--- src/hw/rtl/sensor_registry_table_defines.svh ---
// ----------------------------------------------------------------------------
// sensor registry table assertion macros
// Concurrent check macros clocked on clk_i and disabled by rst_ni.
// ----------------------------------------------------------------------------
`ifndef SENSOR_REGISTRY_TABLE_DEFINES_SVH
`define SENSOR_REGISTRY_TABLE_DEFINES_SVH

// check a property on every rising clock edge outside reset
`define SRT_ASSERT(lbl, prop) \
  lbl: assert property (@(posedge clk_i) disable iff (!rst_ni) prop) \
    else $error("sensor registry check failed");

// same, with a caller message
`define SRT_ASSERT_MSG(lbl, prop, msg) \
  lbl: assert property (@(posedge clk_i) disable iff (!rst_ni) prop) \
    else $error(msg);

`endif

--- src/hw/rtl/srt_pkg.sv ---
// ----------------------------------------------------------------------------
// srt_pkg
// Shared types and constants of the sensor registry table.
// ----------------------------------------------------------------------------
package srt_pkg;

  localparam int unsigned SLOTS = 16;
  localparam int unsigned IDX_W = (SLOTS > 1) ? $clog2(SLOTS) : 1;
  localparam int unsigned SEL_W = (IDX_W > 4) ? IDX_W : 4;
  localparam int unsigned CNT_W = $clog2(SLOTS + 1);

  localparam logic [31:0] MS_PER_S  = 32'd1000;
  localparam logic [31:0] LIMIT_RST = 32'd300000;

  // item function codes
  localparam logic [1:0] FUNC_FRAME = 2'd0;
  localparam logic [1:0] FUNC_TICK  = 2'd1;
  localparam logic [1:0] FUNC_READ  = 2'd2;

  // result status codes
  localparam logic [2:0] STAT_UPDATED = 3'd0;
  localparam logic [2:0] STAT_NEW     = 3'd1;
  localparam logic [2:0] STAT_FULL    = 3'd2;
  localparam logic [2:0] STAT_TICK    = 3'd3;
  localparam logic [2:0] STAT_READ    = 3'd4;

  typedef struct packed {
    logic [1:0]         func;
    logic [31:0]        node_id;
    logic [7:0]         node_kind;
    logic [7:0]         oper_mode;
    logic [7:0]         location;
    logic signed [15:0] temperature;
    logic signed [15:0] humidity;
    logic [15:0]        battery_mv;
    logic [15:0]        wakeup_s;
    logic [31:0]        runtime_s;
    logic [7:0]         batt_status;
    logic [3:0]         read_slot;
  } in_t;

  typedef struct packed {
    logic [2:0]         status;
    logic [3:0]         slot;
    logic               entry_valid;
    logic               lost_flag;
    logic [31:0]        entry_id;
    logic [31:0]        descriptor;
    logic signed [15:0] entry_temperature;
    logic signed [15:0] entry_humidity;
    logic [15:0]        entry_battery_mv;
    logic [15:0]        entry_wakeup_s;
    logic [31:0]        entry_runtime_s;
    logic [31:0]        entry_frames;
  } out_t;

  // contents of one slot as seen from outside the cell
  typedef struct packed {
    logic        valid;
    logic        lost;
    logic [31:0] id;
    logic [31:0] descriptor;
    logic [15:0] temperature;
    logic [15:0] humidity;
    logic [15:0] battery;
    logic [15:0] wakeup;
    logic [31:0] runtime;
    logic [31:0] frames;
  } entry_t;

  // search token handed from cell to cell
  typedef struct packed {
    logic             hit;
    logic [IDX_W-1:0] hit_idx;
    logic             free;
    logic [IDX_W-1:0] free_idx;
  } scan_t;

  // broadcast control from the sequencer to all cells
  typedef struct packed {
    logic             wr;
    logic [IDX_W-1:0] wr_idx;
    logic             flag;
    logic [31:0]      now;
    logic [31:0]      limit;
  } cell_ctl_t;

endpackage

--- src/hw/rtl/srt_cell.sv ---
// ----------------------------------------------------------------------------
// srt_cell
// One table slot: holds the entry, updates it, flags timeouts and passes the
// id and free-slot search token on to the next cell.
// ----------------------------------------------------------------------------
module srt_cell (
  input  logic                      clk_i,
  input  logic                      rst_ni,
  input  logic [srt_pkg::IDX_W-1:0] slot_idx_i,
  input  srt_pkg::in_t              item_i,
  input  srt_pkg::cell_ctl_t        ctl_i,
  input  srt_pkg::scan_t            scan_i,
  output srt_pkg::scan_t            scan_o,
  output srt_pkg::entry_t           entry_o
);
  import srt_pkg::*;

  logic        valid_q, valid_d;
  logic        lost_q, lost_d;
  logic [31:0] frames_q, frames_d;
  logic [31:0] id_q, desc_q, run_q, last_rx_q;
  logic [15:0] temp_q, hum_q, batt_q, wake_q;
  logic        sel_wr;
  logic        timed_out;
  scan_t       scan_q, scan_d;

  assign sel_wr    = ctl_i.wr && (ctl_i.wr_idx == slot_idx_i);
  assign timed_out = valid_q && ((ctl_i.now - last_rx_q) >= ctl_i.limit);

  // search token update
  always_comb begin
    scan_d = scan_i;
    if (valid_q && (id_q == item_i.node_id) && !scan_i.hit) begin
      scan_d.hit     = 1'b1;
      scan_d.hit_idx = slot_idx_i;
    end
    if (!valid_q && !scan_i.free) begin
      scan_d.free     = 1'b1;
      scan_d.free_idx = slot_idx_i;
    end
  end

  // flag and counter next values
  always_comb begin
    valid_d  = valid_q;
    lost_d   = lost_q;
    frames_d = frames_q;
    if (sel_wr) begin
      valid_d  = 1'b1;
      lost_d   = 1'b0;
      frames_d = frames_q + 32'd1;
    end else if (ctl_i.flag && timed_out) begin
      lost_d = 1'b1;
    end
  end

  always_ff @(posedge clk_i or negedge rst_ni) begin
    if (!rst_ni) begin
      valid_q  <= 1'b0;
      lost_q   <= 1'b0;
      frames_q <= '0;
      scan_q   <= '0;
    end else begin
      valid_q  <= valid_d;
      lost_q   <= lost_d;
      frames_q <= frames_d;
      scan_q   <= scan_d;
    end
  end

  // payload store
  always_ff @(posedge clk_i) begin
    if (sel_wr) begin
      id_q      <= item_i.node_id;
      desc_q    <= {item_i.node_kind, item_i.oper_mode, item_i.location,
                    item_i.batt_status};
      temp_q    <= item_i.temperature;
      hum_q     <= item_i.humidity;
      batt_q    <= item_i.battery_mv;
      wake_q    <= item_i.wakeup_s;
      run_q     <= item_i.runtime_s;
      last_rx_q <= ctl_i.now;
    end
  end

  assign scan_o              = scan_q;
  assign entry_o.valid       = valid_q;
  assign entry_o.lost        = lost_q;
  assign entry_o.id          = id_q;
  assign entry_o.descriptor  = desc_q;
  assign entry_o.temperature = temp_q;
  assign entry_o.humidity    = hum_q;
  assign entry_o.battery     = batt_q;
  assign entry_o.wakeup      = wake_q;
  assign entry_o.runtime     = run_q;
  assign entry_o.frames      = frames_q;

endmodule

--- config.mk ---
export PLATFORM = sky130hd
export DESIGN_NAME = srt_cell
export DESIGN_NICKNAME = d
export VERILOG_FILES = /design/src/hw/rtl/sensor_registry_table_defines.svh /design/src/hw/rtl/srt_pkg.sv /design/src/hw/rtl/srt_cell.sv
export SDC_FILE = /design/constraint.sdc
export NUM_CORES = 1
export LEC_CHECK = 0
export ABC_AREA = 1
export BUFFER_PORTS_ARGS = -buffer_cell sky130_fd_sc_hd__buf_2
export CORE_MARGIN = 3
export CORE_UTILIZATION = 39
export CTS_BUF_LIST = sky130_fd_sc_hd__clkbuf_8 sky130_fd_sc_hd__clkbuf_16
export CTS_CLUSTER_DIAMETER = 60
export DETAILED_ROUTE_END_ITERATION = 16
export PLACE_DENSITY_LB_ADDON = 0.2
export SLEW_MARGIN = 10
export SYNTH_ARGS = -nofsm -noshare
export SYNTH_HDL_FRONTEND = slang
export SYNTH_SLANG_ARGS = --single-unit
--- constraint.sdc ---
create_clock -name clk_i -period 4.8 [get_ports clk_i]
set_input_delay 0.72 -clock clk_i [delete_from_list [all_inputs] [get_ports clk_i]]
set_output_delay 0.72 -clock clk_i [all_outputs]
set_load 0.03 [all_outputs]
Yosys cells after proc, flatten, opt, wreduce, memory -nomap -nowiden. Index checks and enable logic that the tools add are counted.

Multiplexer cells: 4. Reductions and logical operators: 10. Order comparisons: 1. Add/sub/neg operators: 2. Eq/ne operators: 2.

Operators with widths (number): $add 32x1->32 const B (1); $eq 32x32->1 (1); $ge 32x32->1 (1); $sub 32x32->32 (1); $mux 5 (2); $logic_and 1x1->1 (6); $eq 4x4->1 (1); $logic_not 1->1 (3); $mux 1 (2); $reduce_bool 2->1 (1).

Input bits: 252. Output and inout bits: 204. Logic and storage cells: 34. Register bits after elaboration: 236.

Logic depth before layout (Yosys ltp).
Depth in word-level cells: 6. Gate-level depth with buffers: 21. Mapped depth without buffers: 21.

Least setup slack after synthesis. Ideal clock, no wire load.

Path kind: input -> register. From: input port ctl_i[32] (netlist name). To: register lost_q. Cell stages on the path: 21. Slack: 1715 ps. Data required time: 4708 ps. Setup time: 92 ps. Data arrival time: 2993 ps. Buffers on the path: 0. Path through: inv_1 ha_1 inv_1 fa_1 nand3_1 nand2_1 a21oi_2 o21ai_1 nand3_1 nand2_1 nand2_1 nand2_1 ha_1 nand2_1 nor2_1 nand4_1 a21oi_1 nor2_1 nand2_1 nand2_1 a21oi_1.

Cells in the longest elaborated chain, start to end: 5.

RTL lines: start: declaration (line srt_cell.sv:11) `input srt_pkg::cell_ctl_t ctl_i,`; $sub 32x32->32 (line srt_cell.sv:28) `assign timed_out = valid_q && ((ctl_i.now - last_rx_q) >= ctl_i.limit);`; $ge 32x32->1 (line srt_cell.sv:28); $logic_and 1x1->1 (line srt_cell.sv:28); $logic_and 1x1->1 (line srt_cell.sv:52) `end else if (ctl_i.flag && timed_out) begin`; $reduce_bool 2->1 (no source line); end signal: assignment (line srt_cell.sv:65) `lost_q <= lost_d;`; end: declaration (line srt_cell.sv:19) `logic lost_q, lost_d;`.

No other way between the ends. A chain may end at the register's enable or synchronous reset.

Worst setup path after layout.
From: register last_rx_q[0]. To: register lost_q.

Cells in the longest elaborated chain, start to end: 5.

RTL lines: start: declaration (line srt_cell.sv:21) `logic [31:0] id_q, desc_q, run_q, last_rx_q;`; start signal: assignment (line srt_cell.sv:82) `last_rx_q <= ctl_i.now;`; $sub 32x32->32 (line srt_cell.sv:28); $ge 32x32->1 (line srt_cell.sv:28); $logic_and 1x1->1 (line srt_cell.sv:28); $logic_and 1x1->1 (line srt_cell.sv:52); $reduce_bool 2->1 (no source line).

No other way between the ends.

==> run summary <==
Unique masters post-synth = 38
Vias in the first global route = 9252
Post-synth EDFFs = 192
CTS buffer count = 29
Tmin final = 3.26 ns
GRT overflow = 0
Status = finished clean
Fin Setup TNS = 0 ns
Critical Path Slowest Stage Cell = o21ai_1
Buf/Inv on CP = 1
Initial cell density of the core = 40.1%
Hpwl dp = 24.6 mm
Worst path cell trace = ha_1 -> inv_1 -> fa_1 -> nand3_1 -> nand2_1 -> a21oi_2 -> o21ai_1 -> nand3_1 -> nand3_1 -> nand2_1 -> ha_1 -> nand2_1 -> nor2_1 -> nand4_1 -> a21oi_1 -> nor2_1 -> nand2_1 -> nand2_1 -> a21oi_1
First-pass GRT wire length = 47.9 mm
Cts repair resizes = 0
Final setup margin = 1.54 ns
Share of layout cells above drive strength 1 = 33.0%
Die height = 176 um
Final slew viol count = 0
Via Count = 9150
CP delay by family, top = simple AND/OR/NAND/NOR gates
Crit. End Element = flip-flop
ANT nets after route = 0
CTS clk-pin slew, worst paths = 0.06 ns
Design area = 15000 um^2
Post-synth top flop = edfxtp_1
Cell Area, Synth = 11300 um^2
Most frequent CP cell = nand2_1
Synth warnings = 0
Initial antenna violation count = 4
I/O Buffers = 449
Core footprint = 28200 um^2
Register area = 6870 um^2
Maxcap violations = 0
Hold Path Class = in2async
Fillers = 2658
CTS tree = yes
# hold bufs at CTS = 0
Kind of critical path = reg2reg
Skew final = 0.0128 ns
Critical Path AT = 3.71 ns
CTS Sinks = 236
Seq/Total Area, Yosys = 60.6%
Buffer levels on the longest clock path = 3
PwrDens = 358 nW/um^2
Tot GR Track Use = 19.3%
Syn nets = 1377
Ys async rst share = 18.6%
Row count = 61
Critical Path RT = 5.25 ns
Max VDD drop = 0.288 mV
Die W = 176 um
Pre-Repair DR Iteration Count = 5
Setup violators final = 0
Placer Congestion = 0.928
RSZ-0062 raised after global routing = no
Area Overhead vs Synth = 32.5%
Iter 0 DRT Violations = 448
Vias/cell = 4.71
Residual DRC = 0
Wire length per cell = 16.0 um
Largest net degree at the start of global routing = 105
Worst slack, placed = 1.02 ns
Slew @ Worst Pin = 1.01 ns
Crit path max fanout = 5
Relative slew slack = 32.8%
Final Cycle Share = 67.9%
Later-pin clock latency in the skew report = 0.54 ns
Cells after Synth = 1060
Fin nets = 1856
Multi-input logic area = 3870 um^2
Die Footprint = 31100 um^2
Static Leak = 6.99 nW
Clk root buf = clkbuf_16
Setup bufs post-CTS = 0
CTS H-tree depth = 1
I/O pins = 456
Peak Freq = 0.307 GHz
Average cell area after synthesis = 10.7 um^2
CP startpoint kind = flip-flop
Final Hold Fails = 0
Placed instance area = 14100 um^2
#FFs+latches synth = 236
Slowest stage delay, CP = 0.40 ns
DRT Wirelength = 31.1 mm
==> cell usage in the layout (no fill, tap or decap), types with 2 or more instances in the layout <==
| master | instances |
|---|---|
| inv_6 | 2 |
| o21ai_1 | 10 |
| inv_1 | 143 |
| xnor2_1 | 30 |
| nor3_2 | 2 |
| nand2_1 | 232 |
| buf_4 | 5 |
| diode_2 | 3 |
| inv_8 | 3 |
| o21a_1 | 2 |
| a21o_1 | 6 |
| clkbuf_16 | 29 |
| clkinv_2 | 3 |
| clkinvlp_4 | 3 |
| clkinv_1 | 6 |
| o22ai_1 | 3 |
| o21ai_0 | 33 |
| clkinv_4 | 2 |
| nand4_1 | 26 |
| nor2_1 | 74 |
| nor4_1 | 3 |
| ha_1 | 64 |
| nand3_1 | 35 |
| inv_2 | 4 |
| buf_2 | 449 |
| mux2_2 | 3 |
| bufinv_16 | 3 |
| a21oi_1 | 61 |
| o21bai_1 | 6 |
| or2_2 | 2 |
| nor3_1 | 28 |
| xor2_1 | 41 |
| edfxtp_1 | 192 |
| dfrtp_1 | 44 |
==> through the flow <==
step           cells  utilization, %  hold slack (ns)  total power [mW]
3_3_place_gp    1886            49.8            0.503              3.26
5_1_grt         1942            53.2            0.307              5.64
4_1_cts         1939            53.2            0.316              5.45
2_1_floorplan   1060               -            0.424              2.96
3_5_place_dp    1886            49.8            0.506              3.28
6_report        1942            53.2            0.349              5.37
==> per-layer routing <==
metal  part of all wire (%)  GRT usage, %  routed length, um  up-vias
li1                       -             -                  -     4573
met1                     39          22.8              12200     4150
met2                     50          34.3              15500      375
met3                    8.5          5.44               2650       50
met4                    2.5          5.40                773        2
met5                  0.042             0                 13        -
==> where the power goes <==
group          internal (mW)  switching, mW  leakage [nW]
clock                   1.27          0.864         0.467
combinational          0.299          0.551          4.23
sequential              2.32         0.0699          2.29
==> state kept, by name, summed over array words and instances (netlist names), 16 cells and up <==
name / count
desc_q: 32
frames_q: 32
id_q: 32
last_rx_q: 32
run_q: 32
batt_q: 16
hum_q: 16
temp_q: 16
wake_q: 16
==> final timing paths <==
kind	startpoint	endpoint	slack, ns	cells after the start
max in group asynchronous	rst_ni	frames_q[16]$_DFFE_PN0P_	3.82	1
worst max register to register	last_rx_q[0]$_DFFE_PP_	lost_q$_DFFE_PN0P_	1.54	19
min in group clk_i	item_i[76]	hum_q[0]$_DFFE_PP_	0.35	1
worst min register to register	frames_q[4]$_DFFE_PN0P_	frames_q[4]$_DFFE_PN0P_	0.51	1
worst max-delay path	last_rx_q[0]$_DFFE_PP_	lost_q$_DFFE_PN0P_	1.54	19
worst min-delay path	rst_ni	frames_q[29]$_DFFE_PN0P_	0.35	1
==> kinds of logic after synthesis <==
logic type               after synthesis  synth area share, %
flip-flops                           236                 60.6
buffers and inverters                152                 5.24
adder cells (fa/ha/maj)               65                 7.24
AND/OR/NAND/NOR                      406                 15.0
XOR/XNOR                              71                 5.49
AO/OA/AOI/OAI                        127                 6.13
multiplexers                           3                0.298
==> cell type report <==
class                           instances  area share (%)
Timing Repair Buffer                  455            15.3
Sequential cell                       236            45.7
Multi-Input combinational cell        672            25.8
Inverter                              145            3.67
Antenna cell                            3          0.0500
Clock buffer                           29            4.83
Tap cell                              378            3.15
Clock inverter                         24            1.46
==> synthesized netlist by cell type (2+ instances only) <==
cell type	instances	area, um^2
nand2_1	232	871
edfxtp_1	192	5770
inv_1	140	526
nor2_1	74	278
ha_1	64	801
a21oi_1	61	305
dfrtp_1	44	1100
xor2_1	41	359
nand3_1	35	175
o21ai_0	33	165
xnor2_1	30	263
nor3_1	28	140
nand4_1	26	163
o21ai_1	10	50.1
a21o_1	6	45.0
o21bai_1	6	45.0
inv_2	5	18.8
mux2_2	3	33.8
nor4_1	3	18.8
o22ai_1	3	18.8
buf_4	2	15.0
buf_6	2	22.5
clkbuf_1	2	7.51
nor3_2	2	20.0
o21a_1	2	15.0
or2_2	2	12.5
==> worst reg2reg max path, cell delays in order, from the launching register on <==
cell	delay (ns)
edfxtp_1	0.38
ha_1	0.20
inv_1	0.08
fa_1	0.21
nand3_1	0.08
nand2_1	0.22
a21oi_2	0.13
o21ai_1	0.40
nand3_1	0.20
nand3_1	0.13
nand2_1	0.06
ha_1	0.26
nand2_1	0.06
nor2_1	0.14
nand4_1	0.13
a21oi_1	0.15
nor2_1	0.06
nand2_1	0.11
nand2_1	0.06
a21oi_1	0.13
Power figures use the tool's default switching activity.
